===== config.mk =====
export PLATFORM = sky130hd
export DESIGN_NAME = audio_level_auto_gain_top
export DESIGN_NICKNAME = d
export VERILOG_FILES = /design/src/sv/alag_pkg.sv /design/src/sv/audio_level_auto_gain_top.sv /design/src/sv/alag_ring.sv /design/src/sv/alag_gain.sv
export SDC_FILE = /design/constraint.sdc
export NUM_CORES = 1
export LEC_CHECK = 0
export ABC_CLOCK_PERIOD_IN_PS = 10900
export BUFFER_PORTS_ARGS = -buffer_cell sky130_fd_sc_hd__buf_2
export CAP_MARGIN = 30
export CORE_ASPECT_RATIO = 0.8
export CORE_MARGIN = 2
export CORE_UTILIZATION = 55
export CTS_CLUSTER_SIZE = 16
export DETAILED_ROUTE_END_ITERATION = 8
export PLACE_DENSITY = 0.72
export SYNTH_ARGS = -nofsm -noshare
export SYNTH_HDL_FRONTEND = slang
export SYNTH_SLANG_ARGS = --single-unit

===== constraint.sdc =====
create_clock -name aclk -period 10.9 [get_ports aclk]
set_input_delay 2.18 -clock aclk [delete_from_list [all_inputs] [get_ports aclk]]
set_output_delay 2.18 -clock aclk [all_outputs]
set_load 0.05 [all_outputs]

===== src/sv/alag_pkg.sv =====
// shared widths, register indexes, reset values and limits of the audio level block
// no dependencies; imported by every module of the block
package alag_pkg;

    localparam int SAMPLE_W   = 12;
    localparam int RAW_W      = 12;
    localparam int LEVEL_W    = 11;
    localparam int THR_W      = 10;
    localparam int SENS_W     = 4;
    localparam int MINMAX_W   = 14;
    localparam int PROD_W     = RAW_W + SENS_W;

    localparam int WINDOW_DEF = 10;

    // stream widths, padded to whole bytes
    localparam int S_TDATA_W  = 16;
    localparam int M_FIELDS_W = LEVEL_W + RAW_W + RAW_W + THR_W;
    localparam int M_TDATA_W  = 48;
    localparam int M_PAD_W    = M_TDATA_W - M_FIELDS_W;

    // configuration port
    localparam int CFG_IDX_W  = 3;
    localparam int CFG_DATA_W = 12;

    localparam logic [CFG_IDX_W-1:0] CFG_DC_OFFSET   = 3'd0;
    localparam logic [CFG_IDX_W-1:0] CFG_SENSITIVITY = 3'd1;
    localparam logic [CFG_IDX_W-1:0] CFG_THRESHOLD   = 3'd2;
    localparam logic [CFG_IDX_W-1:0] CFG_AUTO_GAIN   = 3'd3;
    localparam logic [CFG_IDX_W-1:0] CFG_AUDIO_EN    = 3'd4;

    // reset values
    localparam logic [SAMPLE_W-1:0]        DC_OFFSET_RST = 12'd2048;
    localparam logic [SENS_W-1:0]          SENS_RST      = 4'd5;
    localparam logic [THR_W-1:0]           THR_RST       = 10'd100;
    localparam logic signed [MINMAX_W-1:0] MIN_RST       = 14'sd4095;
    localparam logic signed [MINMAX_W-1:0] MAX_RST       = 14'sd0;

    // gain adaptation and scaling constants
    localparam int RANGE_MIN   = 50;
    localparam int THR_LO      = 50;
    localparam int THR_HI      = 500;
    localparam int TRACK_STEP  = 10;
    localparam int SCALE_MUL   = 100;
    localparam int SCALE_SHIFT = 11;

    typedef struct packed {
        logic             push;
        logic             tick;
        logic             auto_en;
        logic             load;
        logic [THR_W-1:0] load_value;
    } gain_ctrl_t;

endpackage


===== src/sv/audio_level_auto_gain_top.sv =====
// audio level meter with automatic threshold adaptation, top level
// depends on alag_pkg, alag_ring and alag_gain
//
// Takes one microphone sample per request and, while audio is enabled, returns one result
// (scaled level, raw level, mean of the last WINDOW raw levels, current threshold); with
// audio disabled a request is taken and dropped without touching any state. One request is
// accepted every clock cycle unless the output side stalls; a result leaves through an input
// register, a register holding the updated state, and the output register. All state
// (level ring, running sum, min/max, threshold) updates as a request leaves the input
// register, so consecutive requests see each other's effect. Configuration writes take
// effect at once and are meant for an idle block; writing the threshold setting also
// loads the live threshold.
module audio_level_auto_gain_top
    import alag_pkg::*;
#(
    parameter int WINDOW = WINDOW_DEF
) (
    input  logic                  aclk,
    input  logic                  aresetn,

    input  logic                  s_tvalid,
    output logic                  s_tready,
    input  logic [S_TDATA_W-1:0]  s_tdata,    // [11:0] sample
    input  logic                  s_tuser,    // [0] gain_tick

    output logic                  m_tvalid,
    input  logic                  m_tready,
    output logic [M_TDATA_W-1:0]  m_tdata,    // [10:0] level, [22:11] raw_level,
                                              // [34:23] average_level, [44:35] threshold

    input  logic                  cfg_wr_en,
    input  logic [CFG_IDX_W-1:0]  cfg_addr,
    input  logic [CFG_DATA_W-1:0] cfg_wdata
);

    localparam int SUM_W       = RAW_W + $clog2(WINDOW);
    // divide by WINDOW as multiply by a rounded-up reciprocal, exact for any SUM_W-bit sum
    localparam int SHIFT       = SUM_W + $clog2(WINDOW);
    localparam int RECIP_W     = SUM_W + 1;
    localparam logic [RECIP_W-1:0] RECIP = RECIP_W'((2**SHIFT + WINDOW - 1) / WINDOW);
    localparam int AVG_PROD_W  = SUM_W + RECIP_W;
    localparam int SCALE_PROD_W = PROD_W + 7;

    // configuration registers
    logic [SAMPLE_W-1:0] dc_offset_reg;
    logic [SENS_W-1:0]   sens_reg;
    logic                auto_gain_reg;
    logic                audio_en_reg;

    always_ff @(posedge aclk) begin
        if (!aresetn) begin
            dc_offset_reg <= DC_OFFSET_RST;
            sens_reg      <= SENS_RST;
            auto_gain_reg <= 1'b0;
            audio_en_reg  <= 1'b1;
        end else if (cfg_wr_en) begin
            case (cfg_addr)
                CFG_DC_OFFSET:   dc_offset_reg <= cfg_wdata[SAMPLE_W-1:0];
                CFG_SENSITIVITY: sens_reg      <= cfg_wdata[SENS_W-1:0];
                CFG_AUTO_GAIN:   auto_gain_reg <= cfg_wdata[0];
                CFG_AUDIO_EN:    audio_en_reg  <= cfg_wdata[0];
                default: ;
            endcase
        end
    end

    // pipeline occupancy and flow control
    logic in_valid_reg;
    logic mid_valid_reg;
    logic out_valid_reg;
    logic out_ready;
    logic mid_ready;
    logic in_ready;
    logic push;

    assign out_ready = !out_valid_reg || m_tready;
    assign mid_ready = !mid_valid_reg || out_ready;
    assign in_ready  = !in_valid_reg || mid_ready;
    assign push      = in_valid_reg && mid_ready && audio_en_reg;

    assign s_tready  = in_ready;
    assign m_tvalid  = out_valid_reg;

    // input register
    logic [SAMPLE_W-1:0] sample_reg;
    logic                tick_reg;

    always_ff @(posedge aclk) begin
        if (!aresetn) begin
            in_valid_reg <= 1'b0;
        end else if (in_ready) begin
            in_valid_reg <= s_tvalid;
        end
    end

    always_ff @(posedge aclk) begin
        if (in_ready && s_tvalid) begin
            sample_reg <= s_tdata[SAMPLE_W-1:0];
            tick_reg   <= s_tuser;
        end
    end

    // raw level and state update
    logic [RAW_W-1:0]  raw;
    logic [SUM_W-1:0]  sum_next;
    logic [THR_W-1:0]  thr_next;
    logic [PROD_W-1:0] sens_prod;
    gain_ctrl_t        gain_ctrl;

    assign raw = (sample_reg >= dc_offset_reg) ? sample_reg - dc_offset_reg
                                               : dc_offset_reg - sample_reg;
    assign sens_prod = PROD_W'(raw) * PROD_W'(sens_reg);

    always_comb begin
        gain_ctrl.push       = push;
        gain_ctrl.tick       = tick_reg;
        gain_ctrl.auto_en    = auto_gain_reg;
        gain_ctrl.load       = cfg_wr_en && (cfg_addr == CFG_THRESHOLD);
        gain_ctrl.load_value = cfg_wdata[THR_W-1:0];
    end

    alag_ring #(
        .WINDOW   (WINDOW)
    ) u_ring (
        .aclk     (aclk),
        .aresetn  (aresetn),
        .push     (push),
        .raw      (raw),
        .sum_next (sum_next)
    );

    alag_gain u_gain (
        .aclk     (aclk),
        .aresetn  (aresetn),
        .ctrl     (gain_ctrl),
        .raw      (raw),
        .thr_next (thr_next)
    );

    // middle register
    logic [RAW_W-1:0]  raw_mid_reg;
    logic [SUM_W-1:0]  sum_mid_reg;
    logic [PROD_W-1:0] prod_mid_reg;
    logic [THR_W-1:0]  thr_mid_reg;

    always_ff @(posedge aclk) begin
        if (!aresetn) begin
            mid_valid_reg <= 1'b0;
        end else if (mid_ready) begin
            mid_valid_reg <= in_valid_reg && audio_en_reg;
        end
    end

    always_ff @(posedge aclk) begin
        if (push) begin
            raw_mid_reg  <= raw;
            sum_mid_reg  <= sum_next;
            prod_mid_reg <= sens_prod;
            thr_mid_reg  <= thr_next;
        end
    end

    // mean and scaled level
    logic [AVG_PROD_W-1:0]   avg_prod;
    logic [RAW_W-1:0]        avg;
    logic [SCALE_PROD_W-1:0] scale_prod;
    logic [RAW_W-1:0]        scaled;
    logic [LEVEL_W-1:0]      limit;
    logic [LEVEL_W-1:0]      level;

    assign avg_prod   = AVG_PROD_W'(sum_mid_reg) * AVG_PROD_W'(RECIP);
    assign avg        = avg_prod[SHIFT +: RAW_W];
    assign scale_prod = SCALE_PROD_W'(prod_mid_reg) * SCALE_PROD_W'(SCALE_MUL);
    assign scaled     = scale_prod[SCALE_SHIFT +: RAW_W];
    assign limit      = {thr_mid_reg, 1'b0};
    assign level      = (scaled > RAW_W'(limit)) ? limit : scaled[LEVEL_W-1:0];

    // output register
    logic [M_TDATA_W-1:0] out_data_reg;

    always_ff @(posedge aclk) begin
        if (!aresetn) begin
            out_valid_reg <= 1'b0;
        end else if (out_ready) begin
            out_valid_reg <= mid_valid_reg;
        end
    end

    always_ff @(posedge aclk) begin
        if (out_ready && mid_valid_reg) begin
            out_data_reg <= {{M_PAD_W{1'b0}}, thr_mid_reg, avg, raw_mid_reg, level};
        end
    end

    assign m_tdata = out_data_reg;

endmodule


===== src/sv/alag_ring.sv =====
// ring of recent raw levels with a running sum of its entries
// depends on alag_pkg
module alag_ring
    import alag_pkg::*;
#(
    parameter int WINDOW = WINDOW_DEF
) (
    input  logic                                aclk,
    input  logic                                aresetn,
    input  logic                                push,
    input  logic [RAW_W-1:0]                    raw,
    output logic [RAW_W+$clog2(WINDOW)-1:0]     sum_next
);

    localparam int IDX_W = $clog2(WINDOW);
    localparam int SUM_W = RAW_W + IDX_W;

    logic [RAW_W-1:0] ring_reg [WINDOW];
    logic [IDX_W-1:0] idx_reg;
    logic [IDX_W-1:0] idx_next;
    logic [SUM_W-1:0] sum_reg;

    // the entry being overwritten leaves the sum, the new level joins it
    assign sum_next = sum_reg - SUM_W'(ring_reg[idx_reg]) + SUM_W'(raw);
    assign idx_next = (idx_reg == IDX_W'(WINDOW - 1)) ? '0 : idx_reg + 1'b1;

    always_ff @(posedge aclk) begin
        if (!aresetn) begin
            for (int i = 0; i < WINDOW; i++) begin
                ring_reg[i] <= '0;
            end
            idx_reg <= '0;
            sum_reg <= '0;
        end else if (push) begin
            ring_reg[idx_reg] <= raw;
            idx_reg           <= idx_next;
            sum_reg           <= sum_next;
        end
    end

endmodule


===== src/sv/alag_gain.sv =====
// min/max level tracking and threshold adaptation on the gain tick
// depends on alag_pkg
module alag_gain
    import alag_pkg::*;
(
    input  logic             aclk,
    input  logic             aresetn,
    input  gain_ctrl_t       ctrl,
    input  logic [RAW_W-1:0] raw,
    output logic [THR_W-1:0] thr_next
);

    logic signed [MINMAX_W-1:0] min_reg;
    logic signed [MINMAX_W-1:0] max_reg;
    logic signed [MINMAX_W-1:0] min_next;
    logic signed [MINMAX_W-1:0] max_next;
    logic signed [MINMAX_W-1:0] raw_s;
    logic signed [MINMAX_W-1:0] min_trk;
    logic signed [MINMAX_W-1:0] max_trk;
    logic signed [MINMAX_W:0]   range_w;
    logic signed [MINMAX_W:0]   thr_cand;
    logic [THR_W-1:0]           thr_reg;
    logic [THR_W-1:0]           thr_clamp;
    logic                       adapt;

    always_comb begin
        raw_s    = signed'({{(MINMAX_W-RAW_W){1'b0}}, raw});
        min_trk  = (raw_s < min_reg) ? raw_s : min_reg;
        max_trk  = (raw_s > max_reg) ? raw_s : max_reg;
        range_w  = (MINMAX_W+1)'(max_trk) - (MINMAX_W+1)'(min_trk);
        thr_cand = (MINMAX_W+1)'(min_trk) + (range_w >>> 1);
        adapt    = ctrl.tick && (range_w > RANGE_MIN);

        if (thr_cand < THR_LO) begin
            thr_clamp = THR_W'(THR_LO);
        end else if (thr_cand > THR_HI) begin
            thr_clamp = THR_W'(THR_HI);
        end else begin
            thr_clamp = thr_cand[THR_W-1:0];
        end

        min_next = min_reg;
        max_next = max_reg;
        thr_next = thr_reg;
        if (ctrl.auto_en) begin
            min_next = min_trk;
            max_next = max_trk;
            if (adapt) begin
                // pull the tracked range in so it follows a falling level
                min_next = min_trk + MINMAX_W'(TRACK_STEP);
                max_next = max_trk - MINMAX_W'(TRACK_STEP);
                thr_next = thr_clamp;
            end
        end
    end

    always_ff @(posedge aclk) begin
        if (!aresetn) begin
            min_reg <= MIN_RST;
            max_reg <= MAX_RST;
            thr_reg <= THR_RST;
        end else if (ctrl.load) begin
            thr_reg <= ctrl.load_value;
        end else if (ctrl.push) begin
            min_reg <= min_next;
            max_reg <= max_next;
            thr_reg <= thr_next;
        end
    end

endmodule


* Word-level counts from Yosys, hierarchy flattened
Memories as Yosys holds them, arrays and structs flattened. A register that Yosys moved wholly into a read port is not among the register bits.
Cells that the tools add are included.
** Word-level totals
- Register bits :: 191
- Bits in latches :: 0
- RAM bits :: 120
- Bits in read-only memories :: 0
- Input bits :: 37
- Output and inout port bits :: 50
- Word-level logic and storage cells :: 89
- Memories kept :: 1
** Operators by class
- Add/sub/neg operators :: 9
- Multiply operators :: 3
- Div/mod/pow operators :: 0
- Magnitude comparators :: 7
- Equal/unequal tests :: 5
- Shifts and indexed selects :: 0
- Muxes and demuxes :: 22
- Bitwise logic cells :: 1
- Reduce and logical (&&, ||, !) cells :: 21
** Memory list
- u_ring.ring_reg :: depth 10, width 12, read ports 1, clocked after memory_dff 1, wr ports 10, line alag_ring.sv:18 : logic [RAW_W-1:0] ring_reg [WINDOW];
** Operator list (count)
- $mux 10 :: 6
- $mux 14 :: 4
- $mul 16x16->31 const B :: 1
- $mux 12 :: 2
- $sub 12x12->12 :: 2
- $mul 16x5->21 const B :: 1
- $add 16x12->16 :: 1
- $mul 12x4->16 :: 1
- $mux 4 :: 4
- $sub 16x12->16 :: 1
- $add 14x14->15 :: 1
- $gt 15x10->1 const B :: 1
- $gt 15x7->1 const B :: 1
- $lt 15x7->1 const B :: 1
- $sub 14x14->15 :: 1
- $add 14x5->14 const B :: 1
- $gt 13x14->1 :: 1
- $lt 13x14->1 :: 1
- $sub 14x5->14 const B :: 1
- $ge 12x12->1 :: 1
- $gt 12x11->1 :: 1
- $reduce_or 12->1 :: 1
- $mux 11 :: 1
- $reduce_and 2->1 :: 4
- 13 further kinds :: 28

* Logic depth before layout (Yosys ltp)
- Depth after elaboration :: 13
- Gate-level depth with buffers :: 51
- Gate-level depth less buffers :: 48

* By module
From an unflattened synthesis, not the netlist that was laid out.
** Second synthesis, totals
- Cells, all modules :: 2672
- Area total of the unflattened synthesis :: 28566.1 µm²
** By module, submodules not included
- audio_level_auto_gain_top :: instances 1, cells an instance 1184, area each 12776.0 µm², sequential area each 3783.6 µm²
- alag_ring :: instances 1, cells an instance 721, area each 10142.2 µm², sequential area each 6246.0 µm²
- alag_gain :: instances 1, cells an instance 767, area each 5647.9 µm², sequential area each 760.7 µm²

* Worst setup path before layout
No wires, ideal clock.
- Path type :: reg-to-reg
- From :: register sample_reg[0]
- To :: register u_gain.thr_reg[5]
- Library setup time :: 0.122 ns
- Arrival :: 9.624 ns
- Data required time :: 10.778 ns
- Path slack :: 1.153 ns
- Stages on the path, launching flop included :: 45
- Buffers on the path :: 2
- Period minus slack after synthesis :: 9.747 ns
- Cell sequence :: edfxtp_1 > inv_1 > ha_1 > inv_1 > fa_1 > nand3_1 > a311oi_2 > a211oi_4 > mux2i_1 > a221oi_1 > xnor2_1 > inv_1 > ha_1 > nand4_1 > o21ai_0 > a21o_1 > a21oi_1 > or3_1 > (+9 left out) > o31ai_2 > nor4b_1 > o31a_1 > a211oi_2 > a211oi_1 > o41ai_1 > nor3_1 > ha_1 > a21oi_1 > inv_1 > a21oi_1 > nand2_1 > mux2i_1 > or3_1 > a221o_1 > or3_4 > or4_1 > a311o_1
** Between the ends
- Longest elaborated chain between the ends :: 13
- Elaborated cells on any way between the ends :: 20
- Classes of those cells :: add/sub: 4; order compare: 6; mux: 9; reduce/logical: 1
** RTL lines
- start: declaration :: line audio_level_auto_gain_top.sv:85 : logic [SAMPLE_W-1:0] sample_reg;
- start signal: assignment :: line audio_level_auto_gain_top.sv:98 : sample_reg <= s_tdata[SAMPLE_W-1:0];
- $sub 12x12->12 (tied with other cells) :: line audio_level_auto_gain_top.sv:111 : : dc_offset_reg - sample_reg;
- $mux 12 (*) :: line audio_level_auto_gain_top.sv:110 : assign raw = (sample_reg >= dc_offset_reg) ? sample_reg - dc_offset_reg
- net raw[8] :: line audio_level_auto_gain_top.sv:104 : logic [RAW_W-1:0] raw;
- $lt 13x14->1 (*) :: line alag_gain.sv:28 : min_trk = (raw_s < min_reg) ? raw_s : min_reg;
- $mux 14 (*) :: line alag_gain.sv:28
- net u_gain.min_trk[0] :: line alag_gain.sv:18 : logic signed [MINMAX_W-1:0] min_trk;
- $sub 14x14->15 :: line alag_gain.sv:30 : range_w = (MINMAX_W+1)'(max_trk) - (MINMAX_W+1)'(min_trk);
- $add 14x14->15 :: line alag_gain.sv:31 : thr_cand = (MINMAX_W+1)'(min_trk) + (range_w >>> 1);
- $gt 15x10->1 :: line alag_gain.sv:36 : end else if (thr_cand > THR_HI) begin
- $mux 10 :: line alag_gain.sv:36
- $mux 10 :: line alag_gain.sv:34 : if (thr_cand < THR_LO) begin
- $mux 10 (*) :: line alag_gain.sv:48 : if (adapt) begin
- $mux 10 (*) :: line alag_gain.sv:45 : if (ctrl.auto_en) begin
- $mux 10 (*) :: line alag_gain.sv:64 : end else if (ctrl.push) begin
- $mux 10 (*) :: line alag_gain.sv:62 : end else if (ctrl.load) begin
- end signal: assignment :: line alag_gain.sv:63 : thr_reg <= ctrl.load_value;
- end signal: assignment :: line alag_gain.sv:67 : thr_reg <= thr_next;
- end: declaration :: line alag_gain.sv:22 : logic [THR_W-1:0] thr_reg;
The timed path passes the listed nets; every way through them passes the cells marked *. The select of a mux whose other input is x is not followed.
A chain may end at the register's enable or synchronous reset.

* Worst setup path in the final report
- From :: register dc_offset_reg[2]
- To :: register u_gain.thr_reg[5]
** Between the ends
- Longest elaborated chain between the ends :: 13
- Elaborated cells on any way between the ends :: 20
- Classes of those cells :: add/sub: 4; order compare: 6; mux: 9; reduce/logical: 1
** RTL lines
- start: declaration :: line audio_level_auto_gain_top.sv:45 : logic [SAMPLE_W-1:0] dc_offset_reg;
- start signal: assignment :: line audio_level_auto_gain_top.sv:58 : CFG_DC_OFFSET: dc_offset_reg <= cfg_wdata[SAMPLE_W-1:0];
- $sub 12x12->12 (tied with other cells) :: line audio_level_auto_gain_top.sv:111
- $mux 12 (*) :: line audio_level_auto_gain_top.sv:110
- net raw[11] :: line audio_level_auto_gain_top.sv:104
- $gt 13x14->1 / $lt 13x14->1 (equally long branches) :: line alag_gain.sv:29, alag_gain.sv:28
- $mux 14 (on tied branches) :: line alag_gain.sv:29, alag_gain.sv:28
- $sub 14x14->15 :: line alag_gain.sv:30
- $add 14x14->15 :: line alag_gain.sv:31
- $gt 15x10->1 :: line alag_gain.sv:36
- $mux 10 :: line alag_gain.sv:36
- $mux 10 :: line alag_gain.sv:34
- $mux 10 (*) :: line alag_gain.sv:48
- $mux 10 (*) :: line alag_gain.sv:45
- $mux 10 (*) :: line alag_gain.sv:64
- $mux 10 (*) :: line alag_gain.sv:62
Marks and branches as above.

==> flow_summary.toml <==
[run_status]
outcome = "finished clean"

[clock_network]
clkSlewWorstSetupHoldPaths_ps = 60
cts_buffer_depth = 3
htreeDepth = 2
clock_latency_ps = 580
cts_tree = "built"
cts_inserted_buffers = 42
clock_sinks = 387
root_buffer = "clkbuf_16"
ctsHoldBuffers = 0

[yosys]
syn_inst = 2465
synth_edf_count = 304
synth.distinct_cells = 98
synthFlopType = "edfxtp_1"
ys_ff_latch = 387
synth.area.top_cells = "edfxtp_1 34%, ha_1 14%, fa_1 9.4%"
synth_top_area_share = 0.340
synth_area_leader_cell = "edfxtp_1"
synthArstFlopShare = 0
synth_seq_area_share = 0.402
avgSynthCellArea_um2 = 10.9
syn_area_mm2 = 0.0268
ys_warn_count = 0

[floorplan]
core_area_mm2 = 0.0482
ios = 87
initial_core_util = 0.556
chipWidth_um = 251
row_count = 72
dieArea_mm2 = 0.0505
die_y_um = 201

[timing]
finalCritPeriodShare = 0.944
setup_viol_count_final = 0
clock.fmax_mhz = 97.2
fin_crit_ps = 10290
hold_slack_ps = 422
worst_slew_pin_slew_ps = 929
slew-limit-headroom = 0.381
skew_ps = 24.3
finalSetupTns_ps = 0
rsz0062_at_grt = "false"
final_hold_viol_count = 0
drv_slew = 0

[critical_path]
critical-path-max-stage-delay_ps = 560
r2r_end = "u_gain.thr_reg[5]"
critical_path_class = "flip-flop to flip-flop"
crit_end = "u_gain.thr_reg[5]"
rr_worst_depth = 39
endpoint_kind = "flip-flop"
crit_start = "dc_offset_reg[2]"
crit_slowest_cell = "or4_1"
timing.rr.start = "dc_offset_reg[2]"
crit_arrival_ps = 10740
required_ps = 11350
start_kind = "flip-flop"
r2r_slack_ps = 610
path_max_fanout = 24

[routing]
wire_per_inst_um = 19.9
drt-pass1-iter-count = 6
drt_iter0_markers = 1697
drcViolationCount = 0
via_count = 18700
ant_nets = 0
routed_via_density = 5.81
routed_wl_um = 64100

[finish]
drive_gt1_frac = 0.125
fin_nets = 3020
largest_register_ffs = 192
diodes = 0
synthToLayoutAreaGrowth_pct = 10.1

[global_routing]
grt_first_pass_wirelength_um = 101000
grt_max_degree = 75
antenna_found_initial = 0
grt-ovfl-total = 0
grtUsageTotal = 0.256
first_global_vias = 18700

[hold_path]
hold_path.startpoint = "raw_mid_reg[5]"
min_path_type = "flip-flop to flip-flop"

[placed_design]
routabilityCongestion = 0.928
io_buffers = 79
place_hpwl_um = 47900

[job]
max_cap_viol_count = 0
[placed cells by master (no fill, tap or decap), drive strengths merged, types with 78 or more instances in the layout]
cell,instances
nor2,224
ha,294
edfxtp,304
inv,379
nand2,198
fa,126
buf,130
a21oi,125
o21ai,78
dfxtp,83
[cells in the mapped netlist (6+ instances only)]
library cell / number
mux2_2: 11
xnor2_1: 69
clkbuf_1: 55
mux2i_1: 14
nor4_1: 6
a31oi_1: 14
nand3_1: 42
o21bai_1: 16
mux4_2: 60
a21o_1: 31
xor2_1: 16
o211ai_1: 14
and2_1: 20
a21boi_0: 9
nand4_1: 11
o21a_1: 17
inv_1: 367
inv_2: 7
edfxtp_1: 304
o21ai_0: 68
and4_1: 6
and3_1: 6
buf_1: 9
dfxtp_1: 83
nand2_1: 197
or3_1: 11
buf_2: 10
a211oi_1: 13
ha_1: 294
a21oi_1: 123
nand2b_1: 13
nor2b_1: 23
o21ai_1: 8
nor2_1: 224
fa_1: 126
nor3_1: 33
[worst min-delay path by stage]
stage,end,cells past startpoint,slack (ps)
floorplan,m_tdata[11],0,400
global placement,m_tdata[19],0,400
detailed placement,m_tdata[17],0,410
CTS,m_tdata[17],0,420
global route,m_tdata[17],0,440
finish,m_tdata[16],0,420
[stage by stage]
stage               area (um^2)  setup slack [ps]  cells   util
detailed placement        28000               273   3144  0.582
CTS                       29500               222   3221  0.611
global placement          28000               464   3144  0.582
finish                    29500               608   3225  0.613
floorplan                 26800              1150   2468      -
global route              29500              28.8   3225  0.613
[area by class of cell]
type                       count  area [um^2]
sequential                   387        10800
clock inverter                29          340
clock buffer                  48         1070
tap                          629          787
timing repair buffer         131          803
multi-input combinational   1627        14300
fill                        3815        18700
inverter                     374         1400
[metal layers]
metal | share of wire | global-route usage | vias up
met5 | 0 | 0 | -
met1 | 0.44 | 0.371 | 9185
li1 | - | - | 8803
met4 | 0.022 | 0.0592 | 0
met3 | 0.086 | 0.0494 | 101
met2 | 0.45 | 0.402 | 651
[logic make-up (layout without fill, tap and decap cells)]
logic type               after synthesis  count (layout)  share of synthesized area
adder cells (fa/ha/maj)              422             422                      0.232
other                                  1               4                   0.000140
AND/OR/NAND/NOR                      621             621                      0.105
AO/OA/AOI/OAI                        404             404                      0.102
flip-flops                           387             387                      0.402
XOR/XNOR                              89              89                     0.0311
multiplexers                          87              87                     0.0616
buffers and inverters                454             582                     0.0653
[repair_timing]
action / in CTS / in global routing
gates resized for setup: 0 / 8
setup endpoints to repair: 0 / 18
setup buffers: 0 / 3
[worst max-delay path: cells and delay by family (launching register included)]
| kind | cells | cell delay, ps |
|---|---|---|
| AND/OR/NAND/NOR | 9 | 2640 |
| XOR/XNOR | 1 | 340 |
| flip-flops | 1 | 390 |
| multiplexers | 1 | 80 |
| buffers and inverters | 4 | 800 |
| AO/OA/AOI/OAI | 20 | 4240 |
| adder cells (fa/ha/maj) | 4 | 1660 |
Power is left out: the tool's default activity adds up to more than one toggle a clock period on the data nets, which glitch-free logic cannot reach.
